$ cat src/rtl/cta_pkg.sv
// Shared types, widths and constants for the capacitive-sense trimmed accumulator.
// No dependencies; every other file of the block refers to this package.
package cta_pkg;

  // Field widths
  localparam int COUNT_W  = 32;   // countdown value and timeout
  localparam int SC_W     = 8;    // sample_count register
  localparam int SUM_W    = 29;   // running sum and result value
  localparam int MIN_W    = 24;   // smallest scaled value seen
  localparam int MAX_W    = 23;   // largest scaled value seen
  localparam int CNT_W    = 7;    // samples taken in the current burst
  localparam int BURST_W  = SC_W + 1;
  localparam int CFG_IDX_W = 1;

  // Defaults and limits
  localparam int SCALE_DIVISOR = 1000;
  localparam int MAX_BURST     = 102;
  localparam logic [MIN_W-1:0] MIN_RESET = 24'hFFFFFF;
  localparam logic [SC_W-1:0]  SAMPLE_COUNT_RESET = 8'd1;

  typedef enum logic [1:0] {
    ST_OK       = 2'd0,
    ST_ZERO     = 2'd1,
    ST_TOO_MANY = 2'd2
  } status_t;

  typedef enum logic [CFG_IDX_W-1:0] {
    CFG_SAMPLE_COUNT = 1'b0,
    CFG_TIMEOUT      = 1'b1
  } cfg_reg_t;

  typedef struct packed {
    logic [SC_W-1:0]    sample_count;
    logic [COUNT_W-1:0] timeout_cycles;
  } cfg_t;

  // Bits needed for floor((2^32-1) / divisor)
  function automatic int scaled_width(int divisor);
    return 33 - $clog2(divisor + 1);
  endfunction

endpackage

$ cat src/rtl/capsense_trimmed_accumulator_unit.sv
// Path: the input transaction that completes a result passes the two-multiply
// divide-by-constant pipeline (5 stages), then the accumulator and result register.
// Throughput: one input transaction per cycle unless in_stall is raised by a held
// result backing up the pipeline.
// Reset (rst_n low, synchronous): pipeline and result empty, sum/max/count zero,
// min all ones, sample_count 1, timeout_cycles 0. Depends on cta_pkg, cta_scale, cta_accum.
module capsense_trimmed_accumulator_unit #(
  parameter int SCALE_DIVISOR = cta_pkg::SCALE_DIVISOR
) (
  input  logic                           clk,
  input  logic                           rst_n,
  // input channel
  input  logic                           in_valid,
  output logic                           in_stall,
  input  logic [cta_pkg::COUNT_W-1:0]    in_count_left,
  // result channel
  output logic                           out_valid,
  input  logic                           out_stall,
  output logic [cta_pkg::SUM_W-1:0]      out_result_value,
  output logic [1:0]                     out_status,
  // configuration write port
  input  logic                           cfg_valid,
  output logic                           cfg_ready,
  input  logic [cta_pkg::CFG_IDX_W-1:0]  cfg_index,
  input  logic [cta_pkg::COUNT_W-1:0]    cfg_data
);

  localparam int SCALED_W = cta_pkg::scaled_width(SCALE_DIVISOR);

  cta_pkg::cfg_t      cfg_r;
  cta_pkg::status_t   acc_status;

  // scaler -> accumulator transaction
  logic                acc_valid;
  logic                acc_ready;
  logic [SCALED_W-1:0] acc_scaled;
  logic                acc_zero;

  // Configuration registers. Writes are always taken; software must write them only
  // while no transaction is in flight (not enforced here), so the pipeline sees stable values.
  assign cfg_ready = 1'b1;

  always_ff @(posedge clk) begin
    if (!rst_n) begin
      cfg_r.sample_count   <= cta_pkg::SAMPLE_COUNT_RESET;
      cfg_r.timeout_cycles <= '0;
    end else if (cfg_valid && cfg_ready) begin
      unique case (cta_pkg::cfg_reg_t'(cfg_index))
        cta_pkg::CFG_SAMPLE_COUNT: begin
          cfg_r.sample_count <= cfg_data[cta_pkg::SC_W-1:0];
        end
        cta_pkg::CFG_TIMEOUT: begin
          cfg_r.timeout_cycles <= cfg_data;
        end
      endcase
    end
  end

  // Elapsed = timeout - count_left (mod 2^32), then floor(elapsed / divisor)
  // via reciprocal multiply, back-multiply and a single +1 correction.
  cta_scale #(
    .SCALE_DIVISOR (SCALE_DIVISOR),
    .SCALED_W      (SCALED_W)
  ) u_scale (
    .clk            (clk),
    .rst_n          (rst_n),
    .timeout_cycles (cfg_r.timeout_cycles),
    .in_valid       (in_valid),
    .in_stall       (in_stall),
    .in_count_left  (in_count_left),
    .out_valid      (acc_valid),
    .out_ready      (acc_ready),
    .out_scaled     (acc_scaled),
    .out_zero       (acc_zero)
  );

  // Burst bookkeeping and the result register. Transactions that finish no
  // burst pass through even while a result is held, so the pipeline keeps
  // draining behind a stalled output.
  cta_accum #(
    .SCALE_DIVISOR (SCALE_DIVISOR),
    .SCALED_W      (SCALED_W)
  ) u_accum (
    .clk              (clk),
    .rst_n            (rst_n),
    .sample_count     (cfg_r.sample_count),
    .in_valid         (acc_valid),
    .in_ready         (acc_ready),
    .in_scaled        (acc_scaled),
    .in_zero          (acc_zero),
    .out_valid        (out_valid),
    .out_stall        (out_stall),
    .out_result_value (out_result_value),
    .out_status       (acc_status)
  );

  assign out_status = acc_status;

  // Error results always carry a zero value
  a_err_zero_value: assert property (@(posedge clk) disable iff (!rst_n)
    (out_valid && (out_status != cta_pkg::ST_OK)) |-> (out_result_value == '0))
    else $error("error result with nonzero value");

  // Input back-pressure only comes from a held result
  a_stall_source: assert property (@(posedge clk) disable iff (!rst_n)
    (!out_valid || !out_stall) |-> !in_stall)
    else $error("input stalled while output is free");

  // A new result needs an accumulator transaction in the cycle before
  a_result_origin: assert property (@(posedge clk) disable iff (!rst_n)
    (out_valid && !$past(out_valid)) |-> $past(acc_valid && acc_ready))
    else $error("result appeared without an accumulator transaction");

endmodule

$ cat src/rtl/cta_scale.sv
// Elapsed-count and constant-divide pipeline: input register, subtract, reciprocal
// multiply, back-multiply, correction. Depends on cta_pkg.
module cta_scale #(
  parameter int SCALE_DIVISOR = cta_pkg::SCALE_DIVISOR,
  parameter int SCALED_W      = cta_pkg::scaled_width(SCALE_DIVISOR)
) (
  input  logic                         clk,
  input  logic                         rst_n,
  input  logic [cta_pkg::COUNT_W-1:0]  timeout_cycles,
  input  logic                         in_valid,
  output logic                         in_stall,
  input  logic [cta_pkg::COUNT_W-1:0]  in_count_left,
  output logic                         out_valid,
  input  logic                         out_ready,
  output logic [SCALED_W-1:0]          out_scaled,
  output logic                         out_zero
);

  localparam int CW       = cta_pkg::COUNT_W;
  localparam int DIV_LOG  = $clog2(SCALE_DIVISOR);
  localparam int SHIFT    = 31 + DIV_LOG;
  localparam int DIV_W    = $clog2(SCALE_DIVISOR + 1);
  localparam int QD_W     = SCALED_W + DIV_W;
  localparam logic [63:0] MAGIC_FULL = (64'd1 << SHIFT) / 64'(SCALE_DIVISOR);
  localparam logic [CW-1:0] MAGIC    = MAGIC_FULL[CW-1:0];
  localparam logic [DIV_W-1:0] DIVISOR = DIV_W'(SCALE_DIVISOR);
  localparam logic [CW-1:0] DIVISOR_EXT = CW'(SCALE_DIVISOR);
  localparam int NSTG = 5;

  logic [NSTG-1:0] vld_r;
  logic [NSTG-1:0] rdy;

  logic [CW-1:0]       left_r;
  logic [CW-1:0]       el1_r, el2_r, el3_r;
  logic                z1_r, z2_r, z3_r, z4_r;
  logic [63:0]         prod2_r;
  logic [SCALED_W-1:0] q3_r, sc4_r;
  logic [CW-1:0]       qd3_r;

  logic [CW-1:0]       el1_nxt;
  logic [63:0]         prod2_nxt;
  logic [SCALED_W-1:0] q3_nxt, sc4_nxt;
  logic [QD_W-1:0]     qd_full;
  logic [CW-1:0]       rem;

  // Bubble-collapsing ready chain
  always_comb begin
    rdy[NSTG-1] = !vld_r[NSTG-1] || out_ready;
    for (int i = NSTG - 2; i >= 0; i--) begin
      rdy[i] = !vld_r[i] || rdy[i+1];
    end
  end

  assign in_stall = !rdy[0];

  always_comb begin
    el1_nxt   = timeout_cycles - left_r;
    prod2_nxt = 64'(el1_r) * 64'(MAGIC);
    q3_nxt    = prod2_r[SHIFT +: SCALED_W];
    qd_full   = QD_W'(q3_nxt) * QD_W'(DIVISOR);
    rem       = el3_r - qd3_r;
    sc4_nxt   = (rem >= DIVISOR_EXT) ? q3_r + SCALED_W'(1) : q3_r;
  end

  always_ff @(posedge clk) begin
    if (!rst_n) begin
      vld_r <= '0;
    end else begin
      if (rdy[0]) begin
        vld_r[0] <= in_valid;
      end
      for (int i = 1; i < NSTG; i++) begin
        if (rdy[i]) begin
          vld_r[i] <= vld_r[i-1];
        end
      end
    end
  end

  always_ff @(posedge clk) begin
    if (rdy[0]) begin
      left_r <= in_count_left;
    end
    if (rdy[1]) begin
      el1_r <= el1_nxt;
      z1_r  <= (el1_nxt == '0);
    end
    if (rdy[2]) begin
      prod2_r <= prod2_nxt;
      el2_r   <= el1_r;
      z2_r    <= z1_r;
    end
    if (rdy[3]) begin
      q3_r  <= q3_nxt;
      qd3_r <= qd_full[CW-1:0];
      el3_r <= el2_r;
      z3_r  <= z2_r;
    end
    if (rdy[4]) begin
      sc4_r <= sc4_nxt;
      z4_r  <= z3_r;
    end
  end

  assign out_valid  = vld_r[NSTG-1];
  assign out_scaled = sc4_r;
  assign out_zero   = z4_r;

endmodule

$ cat src/rtl/cta_accum.sv
// Burst accumulator: running sum, min, max, sample count, and the result register.
// Depends on cta_pkg.
module cta_accum #(
  parameter int SCALE_DIVISOR = cta_pkg::SCALE_DIVISOR,
  parameter int SCALED_W      = cta_pkg::scaled_width(SCALE_DIVISOR)
) (
  input  logic                        clk,
  input  logic                        rst_n,
  input  logic [cta_pkg::SC_W-1:0]    sample_count,
  input  logic                        in_valid,
  output logic                        in_ready,
  input  logic [SCALED_W-1:0]         in_scaled,
  input  logic                        in_zero,
  output logic                        out_valid,
  input  logic                        out_stall,
  output logic [cta_pkg::SUM_W-1:0]   out_result_value,
  output cta_pkg::status_t            out_status
);

  localparam int CW = cta_pkg::COUNT_W;

  logic [cta_pkg::SUM_W-1:0]   sum_r, sum_nxt;
  logic [cta_pkg::MIN_W-1:0]   min_r, min_nxt;
  logic [cta_pkg::MAX_W-1:0]   max_r, max_nxt;
  logic [cta_pkg::CNT_W-1:0]   cnt_r, cnt_nxt;
  logic                        out_valid_r, out_valid_nxt;
  logic [cta_pkg::SUM_W-1:0]   res_r;
  cta_pkg::status_t            status_r;

  logic [cta_pkg::BURST_W-1:0] burst;
  logic                        too_many, single, done, emit, take, out_free;
  logic [CW-1:0]               sc_ext;
  logic [cta_pkg::SUM_W-1:0]   sum_acc, trimmed, res_val;
  logic [cta_pkg::MIN_W-1:0]   min_acc;
  logic [cta_pkg::MAX_W-1:0]   max_acc;
  logic [cta_pkg::CNT_W-1:0]   cnt_acc;
  cta_pkg::status_t            res_status;

  always_comb begin
    burst    = cta_pkg::BURST_W'(sample_count) + cta_pkg::BURST_W'(2);
    too_many = burst > cta_pkg::BURST_W'(cta_pkg::MAX_BURST);
    single   = sample_count == cta_pkg::SC_W'(1);
    sc_ext   = CW'(in_scaled);
    sum_acc  = sum_r + sc_ext[cta_pkg::SUM_W-1:0];
    min_acc  = (sc_ext < CW'(min_r)) ? sc_ext[cta_pkg::MIN_W-1:0] : min_r;
    max_acc  = (sc_ext > CW'(max_r)) ? sc_ext[cta_pkg::MAX_W-1:0] : max_r;
    cnt_acc  = cnt_r + cta_pkg::CNT_W'(1);
    done     = cta_pkg::BURST_W'(cnt_acc) >= burst;
    trimmed  = sum_acc - cta_pkg::SUM_W'(min_acc) - cta_pkg::SUM_W'(max_acc);

    emit       = 1'b1;
    res_val    = '0;
    res_status = cta_pkg::ST_OK;
    priority if (too_many) begin
      res_status = cta_pkg::ST_TOO_MANY;
    end else if (in_zero) begin
      res_status = cta_pkg::ST_ZERO;
    end else if (single) begin
      res_val = sc_ext[cta_pkg::SUM_W-1:0];
    end else if (done) begin
      res_val = trimmed;
    end else begin
      emit = 1'b0;
    end

    if (emit) begin
      sum_nxt = '0;
      min_nxt = cta_pkg::MIN_RESET;
      max_nxt = '0;
      cnt_nxt = '0;
    end else begin
      sum_nxt = sum_acc;
      min_nxt = min_acc;
      max_nxt = max_acc;
      cnt_nxt = cnt_acc;
    end
  end

  // A non-emitting item never waits on the result register
  assign out_free = !out_valid_r || !out_stall;
  assign in_ready = out_free || !emit;
  assign take     = in_valid && in_ready;

  always_comb begin
    out_valid_nxt = out_valid_r && !out_free;
    if (take && emit) begin
      out_valid_nxt = 1'b1;
    end
  end

  always_ff @(posedge clk) begin
    if (!rst_n) begin
      sum_r       <= '0;
      min_r       <= cta_pkg::MIN_RESET;
      max_r       <= '0;
      cnt_r       <= '0;
      out_valid_r <= 1'b0;
    end else begin
      out_valid_r <= out_valid_nxt;
      if (take) begin
        sum_r <= sum_nxt;
        min_r <= min_nxt;
        max_r <= max_nxt;
        cnt_r <= cnt_nxt;
      end
    end
  end

  always_ff @(posedge clk) begin
    if (take && emit) begin
      res_r    <= res_val;
      status_r <= res_status;
    end
  end

  assign out_valid        = out_valid_r;
  assign out_result_value = res_r;
  assign out_status       = status_r;

endmodule

$ cat config.mk
export PLATFORM = sky130hd
export DESIGN_NAME = capsense_trimmed_accumulator_unit
export DESIGN_NICKNAME = d
export VERILOG_FILES = /design/src/rtl/cta_pkg.sv /design/src/rtl/capsense_trimmed_accumulator_unit.sv /design/src/rtl/cta_scale.sv /design/src/rtl/cta_accum.sv
export SDC_FILE = /design/constraint.sdc
export NUM_CORES = 2
export LEC_CHECK = 0
export CORE_ASPECT_RATIO = 0.8
export CORE_MARGIN = 2
export CORE_UTILIZATION = 35
export CTS_BUF_LIST = sky130_fd_sc_hd__clkbuf_8
export CTS_CLUSTER_DIAMETER = 100
export CTS_CLUSTER_SIZE = 28
export DETAILED_ROUTE_END_ITERATION = 7
export DONT_BUFFER_PORTS = 1
export HOLD_SLACK_MARGIN = 0.1
export PLACE_DENSITY_LB_ADDON = 0.12
export SYNTH_ARGS = -nofsm -noshare
export SYNTH_HDL_FRONTEND = slang
export SYNTH_SLANG_ARGS = --single-unit
$ cat constraint.sdc
create_clock -name clk -period 7.3 [get_ports clk]
set_clock_uncertainty 0.2 [all_clocks]
set_input_delay 1.46 -clock clk [delete_from_list [all_inputs] [get_ports clk]]
set_output_delay 1.46 -clock clk [all_outputs]
set_load 0.02 [all_outputs]
Yosys cells after proc, flatten, opt, wreduce, memory -nomap -nowiden --
Index checks and enable logic that the tools add are counted.
Cells by class: $add $sub $neg 8, multipliers 2, divide/modulo/power cells 0, order comparisons 5, equality and inequality tests 1, shift operators 0, multiplexer cells 15, bitwise logic cells 2, reductions and logical operators 25
Operator list (count):
- 2-to-1 mux 23 bit | 5
- multiplier 32 x 32 -> 64 bit (second input constant) | 1
- subtractor 32 bit | 2
- 2-to-1 mux 24 bit | 2
- >= comparator 32 x 10 -> 1 bit (second input constant) | 1
- logical NOT 32 bit | 1
- adder 29 x 23 -> 29 bit | 1
- multiplier 23 x 7 -> 29 bit (second input constant) | 1
- 2-to-1 mux 29 bit | 1
- subtractor 29 x 23 -> 29 bit | 1
- subtractor 29 x 24 -> 29 bit | 1
- less-than comparator 23 x 24 -> 1 bit | 1
- adder 23 x 1 -> 23 bit (second input constant) | 1
- greater-than comparator 23 bit | 1
- logical NOT 1 bit | 10
- adder 8 x 2 -> 9 bit (second input constant) | 1
- >= comparator 7 x 9 -> 1 bit | 1
- greater-than comparator 9 x 7 -> 1 bit (second input constant) | 1
- == test 8 x 1 -> 1 bit (second input constant) | 1
- adder 7 x 1 -> 7 bit (second input constant) | 1
- logical OR 1 bit | 7
- 2-to-1 mux 7 bit | 1
- 2-to-1 mux 1 bit | 6
- AND reduction 2 bit | 2
- 4 further kinds | 7
Word-level totals: register bits after elaboration 431, latch bits 0, RAM bits 0, bits in read-only memories 0, input port bits 70, output and inout port bits 34, word-level logic and storage cells 85, memories kept 0

Logic depth before layout (Yosys ltp) --
depth in word-level cells 14, depth in mapped cells 31, mapped depth without buffers 29

Hierarchy --
A second synthesis with hierarchy kept.
Unflattened totals: cell total of the unflattened synthesis 3846, area total of the unflattened synthesis 40632.7 µm²
Modules (own cells, without submodules):
- cta_scale | instances 1, cells each 2680, area each 29916.2 µm², seq. area each 6766.5 µm²
- cta_accum | instances 1, cells each 989, area each 9140.0 µm², seq. area each 2612.5 µm²
- capsense_trimmed_accumulator_unit | instances 1, cells each 177, area each 1576.5 µm², seq. area each 800.8 µm²

Worst setup path after synthesis --
No wires, ideal clock.
kind flip-flop to flip-flop, start register u_scale.el1_r[14], end register u_scale.prod2_r[63] (data pin), setup time 257 ps, arrival time 7357 ps, data required time 6843 ps, slack -514 ps, stages on the path, launching flop included 26, buffers on the path 0, clock period less this slack 7814 ps, cell sequence edfxtp_1 -> ha_1 -> fa_1 -> fa_1 -> inv_1 -> fa_1 -> inv_1 -> fa_1 -> inv_1 -> fa_1 -> inv_1 -> fa_1 -> fa_1 -> ha_1 -> a21oi_1 -> a21boi_0 -> or4_1 -> o221ai_1 -> a31oi_1 -> a221o_1 -> a211oi_1 -> o31ai_1 -> a21oi_1 -> nor2b_1 -> o21ai_0 -> nand2b_1
On the way: longest elaborated chain between the ends 1
RTL lines:
- start: declaration | RTL line cta_scale.sv:34 | logic [CW-1:0] el1_r, el2_r, el3_r;
- start signal: assignment | RTL line cta_scale.sv:85 | el1_r <= el1_nxt;
- multiplier 32 x 32 -> 64 bit | RTL line cta_scale.sv:58 | prod2_nxt = 64'(el1_r) * 64'(MAGIC);
- via u_scale.prod2_nxt[63] | RTL line cta_scale.sv:41 | logic [63:0] prod2_nxt;
- end signal: assignment | RTL line cta_scale.sv:89 | prod2_r <= prod2_nxt;
- end: declaration | RTL line cta_scale.sv:36 | logic [63:0] prod2_r;
The timed path passes the listed nets, and every way through them passes these cells. A chain may end at the register's enable or synchronous reset.

Worst setup path after layout --
start register u_scale.el1_r[14], end register u_scale.prod2_r[59] (data pin)
Same word-level chain as after synthesis.

==> run_results.csv <==
group,metric,value,unit
run_status,status,"finished, violations left",
run_status,violations,"setup timing",
critical_path,crit_type,"reg2reg",
grt,grtUsageTotal,19.7,%
timing,finalSetupViolCount,14,
synthesis,synth_seq_cells,382,
worst_hold_path,hold_path_class,"reg2reg",
timing,rsz0062_at_grt,"yes",
synthesis,synth_edf_count,253,
grt,grt_use_met1,29.7,%
grt,busiest_layer,"met2",
clock_tree,clock-sinks,382,
grt,overflow,0,
final_layout,nets,5316,
floorplan,core_area,114000,um^2
placement,placed_area,44000,um^2
timing,min_period,7.62,ns
grt,grt_pass1_vias,28500,
timing,relSlewSlack,26.0,%
critical_path,cp-end-kind,"flip-flop",
clock_tree,cts_buffer_depth,3,
drt,drt_first_pass_iters,6,
critical_path,r2r_cells,27,
clock_tree,htreeDepth,1,
clock_tree,clockRootBuffer,"clkbuf_8",
floorplan,ioPinCount,104,
timing,fmax,131,MHz
timing,finalMaxSlewViolations,0,
placement,gp_congestion,0.882,
critical_path,cp_common_cell,"fa_1",
floorplan,fp.dieW,382,um
floorplan,dieHeight,307,um
synthesis,syn_area,40100,um^2
flow_run,drv_cap,0,
floorplan,num_rows,111,
clock_tree,clkLatencyLatePin,0.75,ns
critical_path,cp_data_arrival_time,7.92,ns
critical_path,setup.worst_path.start_class,"flip-flop",
floorplan,die_area,117000,um^2
synthesis,yosysTopAreaCellShare,23.2,%
grt,grtUsageMet3,2.71,%
worst_hold_path,hold_path_depth,0,
synthesis,synth_top_cell_by_area,"fa_1",
drt,drtIter0Drc,1488,
critical_path,timing.critical_path.slowest_stage_cell,"fa_1",
final_layout,drive_gt1_share,11.8,%
grt,grt_start_max_net_pins,87,
grt,antenna_found_initial,9,
critical_path,cp.required,7.59,ns
timing,hold_viol_final,0,
floorplan,initial_core_util,35.2,%
synthesis,synth_top_cells_by_count,"inv_1 (756), ha_1 (633), fa_1 (464)",
clock_tree,cts_tree,"done",
drt,wirelength,114,mm
timing,tightest_slew,1.11,ns
synthesis,syn_nets,5022,
critical_path,critPathMaxStageDelay,0.61,ns
drt,num_vias,27500,
clock_tree,clk_pin_slew_worst_paths,0.15,ns
clock_tree,cts_buffers,25,
synthesis,synth_most_common_cell,"inv_1",
placement,portBuffers,0,
drt,viasPerCell,4.83,
drt,wl_per_cell,20.0,um
synthesis,synth_ff_type,"edfxtp_1",
grt,grt_pass1_wl,177,mm
synthesis,seq_area_frac_synth,25.4,%
clock_tree,postCtsHoldBufs,0,
final_layout,syn_to_final_growth,13.5,%
synthesis,postSynthCellCount,3855,
placement,hpwl,96.3,mm
synthesis,async_flop_share,0,%
synthesis,synth_area_leaders,"fa_1 (23%), ha_1 (20%), edfxtp_1 (19%)",
placement,dpl_worst_slack,-0.466,ns
critical_path,cp_max_fo,3,
synthesis,avgSynthCellArea,10.4,um^2
drt,antenna_left,0,
drt,remaining_drc_errors,0,
timing,final.setup.worst_slack,-0.324,ns
synthesis,synth_cell_types,85,
grt,grt_use_met2,30.6,%
timing,period_share,104,%
synthesis,yosysWarnings,0,
final_layout,design_area,45500,um^2
[layout make-up]
class	instances	area, um^2
multi-input combinational	2656	27400
timing repair buffer	328	2550
sequential	382	10200
clock inverter	20	293
fill	11200	68500
tap	1525	1910
clock buffer	26	358
antenna	2	5.00
inverter	756	2840
[worst max-delay path, delay by kind of cell, from the launching register on]
family | cells | cell delay (ns)
fa+ha+maj | 8 | 3.61
compound gates | 9 | 1.74
buf+inv | 8 | 0.80
simple gates | 1 | 0.54
flops | 1 | 0.45
xor+xnor | 1 | 0.07
[kinds of logic (layout without fill, tap and decap cells)]
group	count (synthesis)	after routing	synth area share [%]
buf+inv	817	1130	7.66
flops	382	382	25.4
simple gates	701	701	8.48
mux	37	37	0.930
fa+ha+maj	1097	1097	42.9
xor+xnor	158	158	3.45
other cells	2	4	0.0187
compound gates	661	661	11.2
[worst paths after layout]
path / to / from / slack, ns
worst max register to register: u_scale.prod2_r[59] / u_scale.el1_r[14] / -0.32
worst min register to register: u_scale.el3_r[10] / u_scale.el2_r[10] / 0.22
worst max-delay path: u_scale.prod2_r[59] / u_scale.el1_r[14] / -0.32
worst min-delay path: u_scale.el3_r[10] / u_scale.el2_r[10] / 0.22
[flip-flops by register name (all words and copies together) (netlist names)]
name	cells
u_accum.out_status	2
u_accum.out_result_value	29
u_scale.prod2_r	23
u_scale.out_scaled	23
u_scale.el3_r	29
u_accum.max_r	23
u_accum.sum_r	29
u_scale.qd3_r	27
u_scale.z1_r	1
u_scale.out_zero	1
u_accum.cnt_r	7
u_accum.out_valid	1
u_scale.q3_r	23
u_scale.z2_r	1
u_scale.vld_r	5
u_scale.el2_r	29
u_accum.min_r	24
cfg_r	40
u_scale.left_r	32
u_scale.z3_r	1
u_scale.el1_r	32
[stage by stage]
| step | std cells | util [%] | hold slack [ns] | TNS (ns) |
|---|---|---|---|---|
| global route | 5695 | 39.9 | 0.180 | -7.03 |
| global placement | 5600 | 38.6 | 0.201 | -4.34 |
| CTS | 5684 | 39.7 | 0.172 | -3.35 |
| detailed placement | 5600 | 38.6 | 0.205 | -4.27 |
| finish | 5695 | 39.9 | 0.216 | -3.19 |
| floorplan | 3855 | - | 0.200 | -0.289 |
[cell usage in the layout, fill, tap and decap left out, types with 7 or more instances in the layout]
cell type / netlist / layout
a2111oi_0: 8 / 7
o31ai_1: 10 / 9
or4_1: 14 / 13
or3_1: 13 / 13
a21o_1: 72 / 72
nand3_1: 48 / 48
inv_1: 756 / 751
buf_6: 0 / 18
a31oi_1: 14 / 13
a21boi_0: 48 / 47
nor2_1: 148 / 144
a22o_1: 25 / 25
or2_2: 8 / 8
dfxtp_1: 129 / 129
o21ai_0: 121 / 113
o211ai_1: 39 / 39
and2_1: 17 / 17
xor2_1: 72 / 71
fa_2: 0 / 16
edfxtp_1: 253 / 253
nor3_1: 43 / 42
clkbuf_8: 0 / 26
fa_1: 464 / 448
mux2i_1: 35 / 35
nor2b_1: 57 / 54
buf_4: 1 / 308
o21a_1: 38 / 38
o2111ai_1: 7 / 7
nand2b_1: 41 / 40
ha_1: 633 / 609
nand2_1: 234 / 232
xnor2_1: 86 / 84
and3_1: 19 / 18
nand4_1: 28 / 28
a211oi_1: 22 / 20
a22oi_1: 28 / 28
o21bai_1: 14 / 14
a21oi_1: 149 / 140
ha_4: 0 / 20
[what timing repair did]
| action | in CTS | in global routing |
|---|---|---|
| endpoints found under the hold margin | 0 | 0 |
| endpoints found under the setup margin | 14 | 22 |
| buffers inserted | 38 | 10 |
| pin swaps | 42 | 32 |
| gates resized for setup | 52 | 45 |
[routing by layer]
| layer | part of all wire (%) | vias to the layer above | wire length (um) |
|---|---|---|---|
| met5 | 0.0079 | - | 9 |
| met3 | 3.9 | 69 | 4420 |
| met4 | 1.4 | 2 | 1640 |
| met1 | 51 | 13500 | 57700 |
| met2 | 44 | 350 | 50200 |
| li1 | - | 13600 | - |
Power is left out: the tool's default activity adds up to more than one toggle a clock period on the data nets, which glitch-free logic cannot reach.
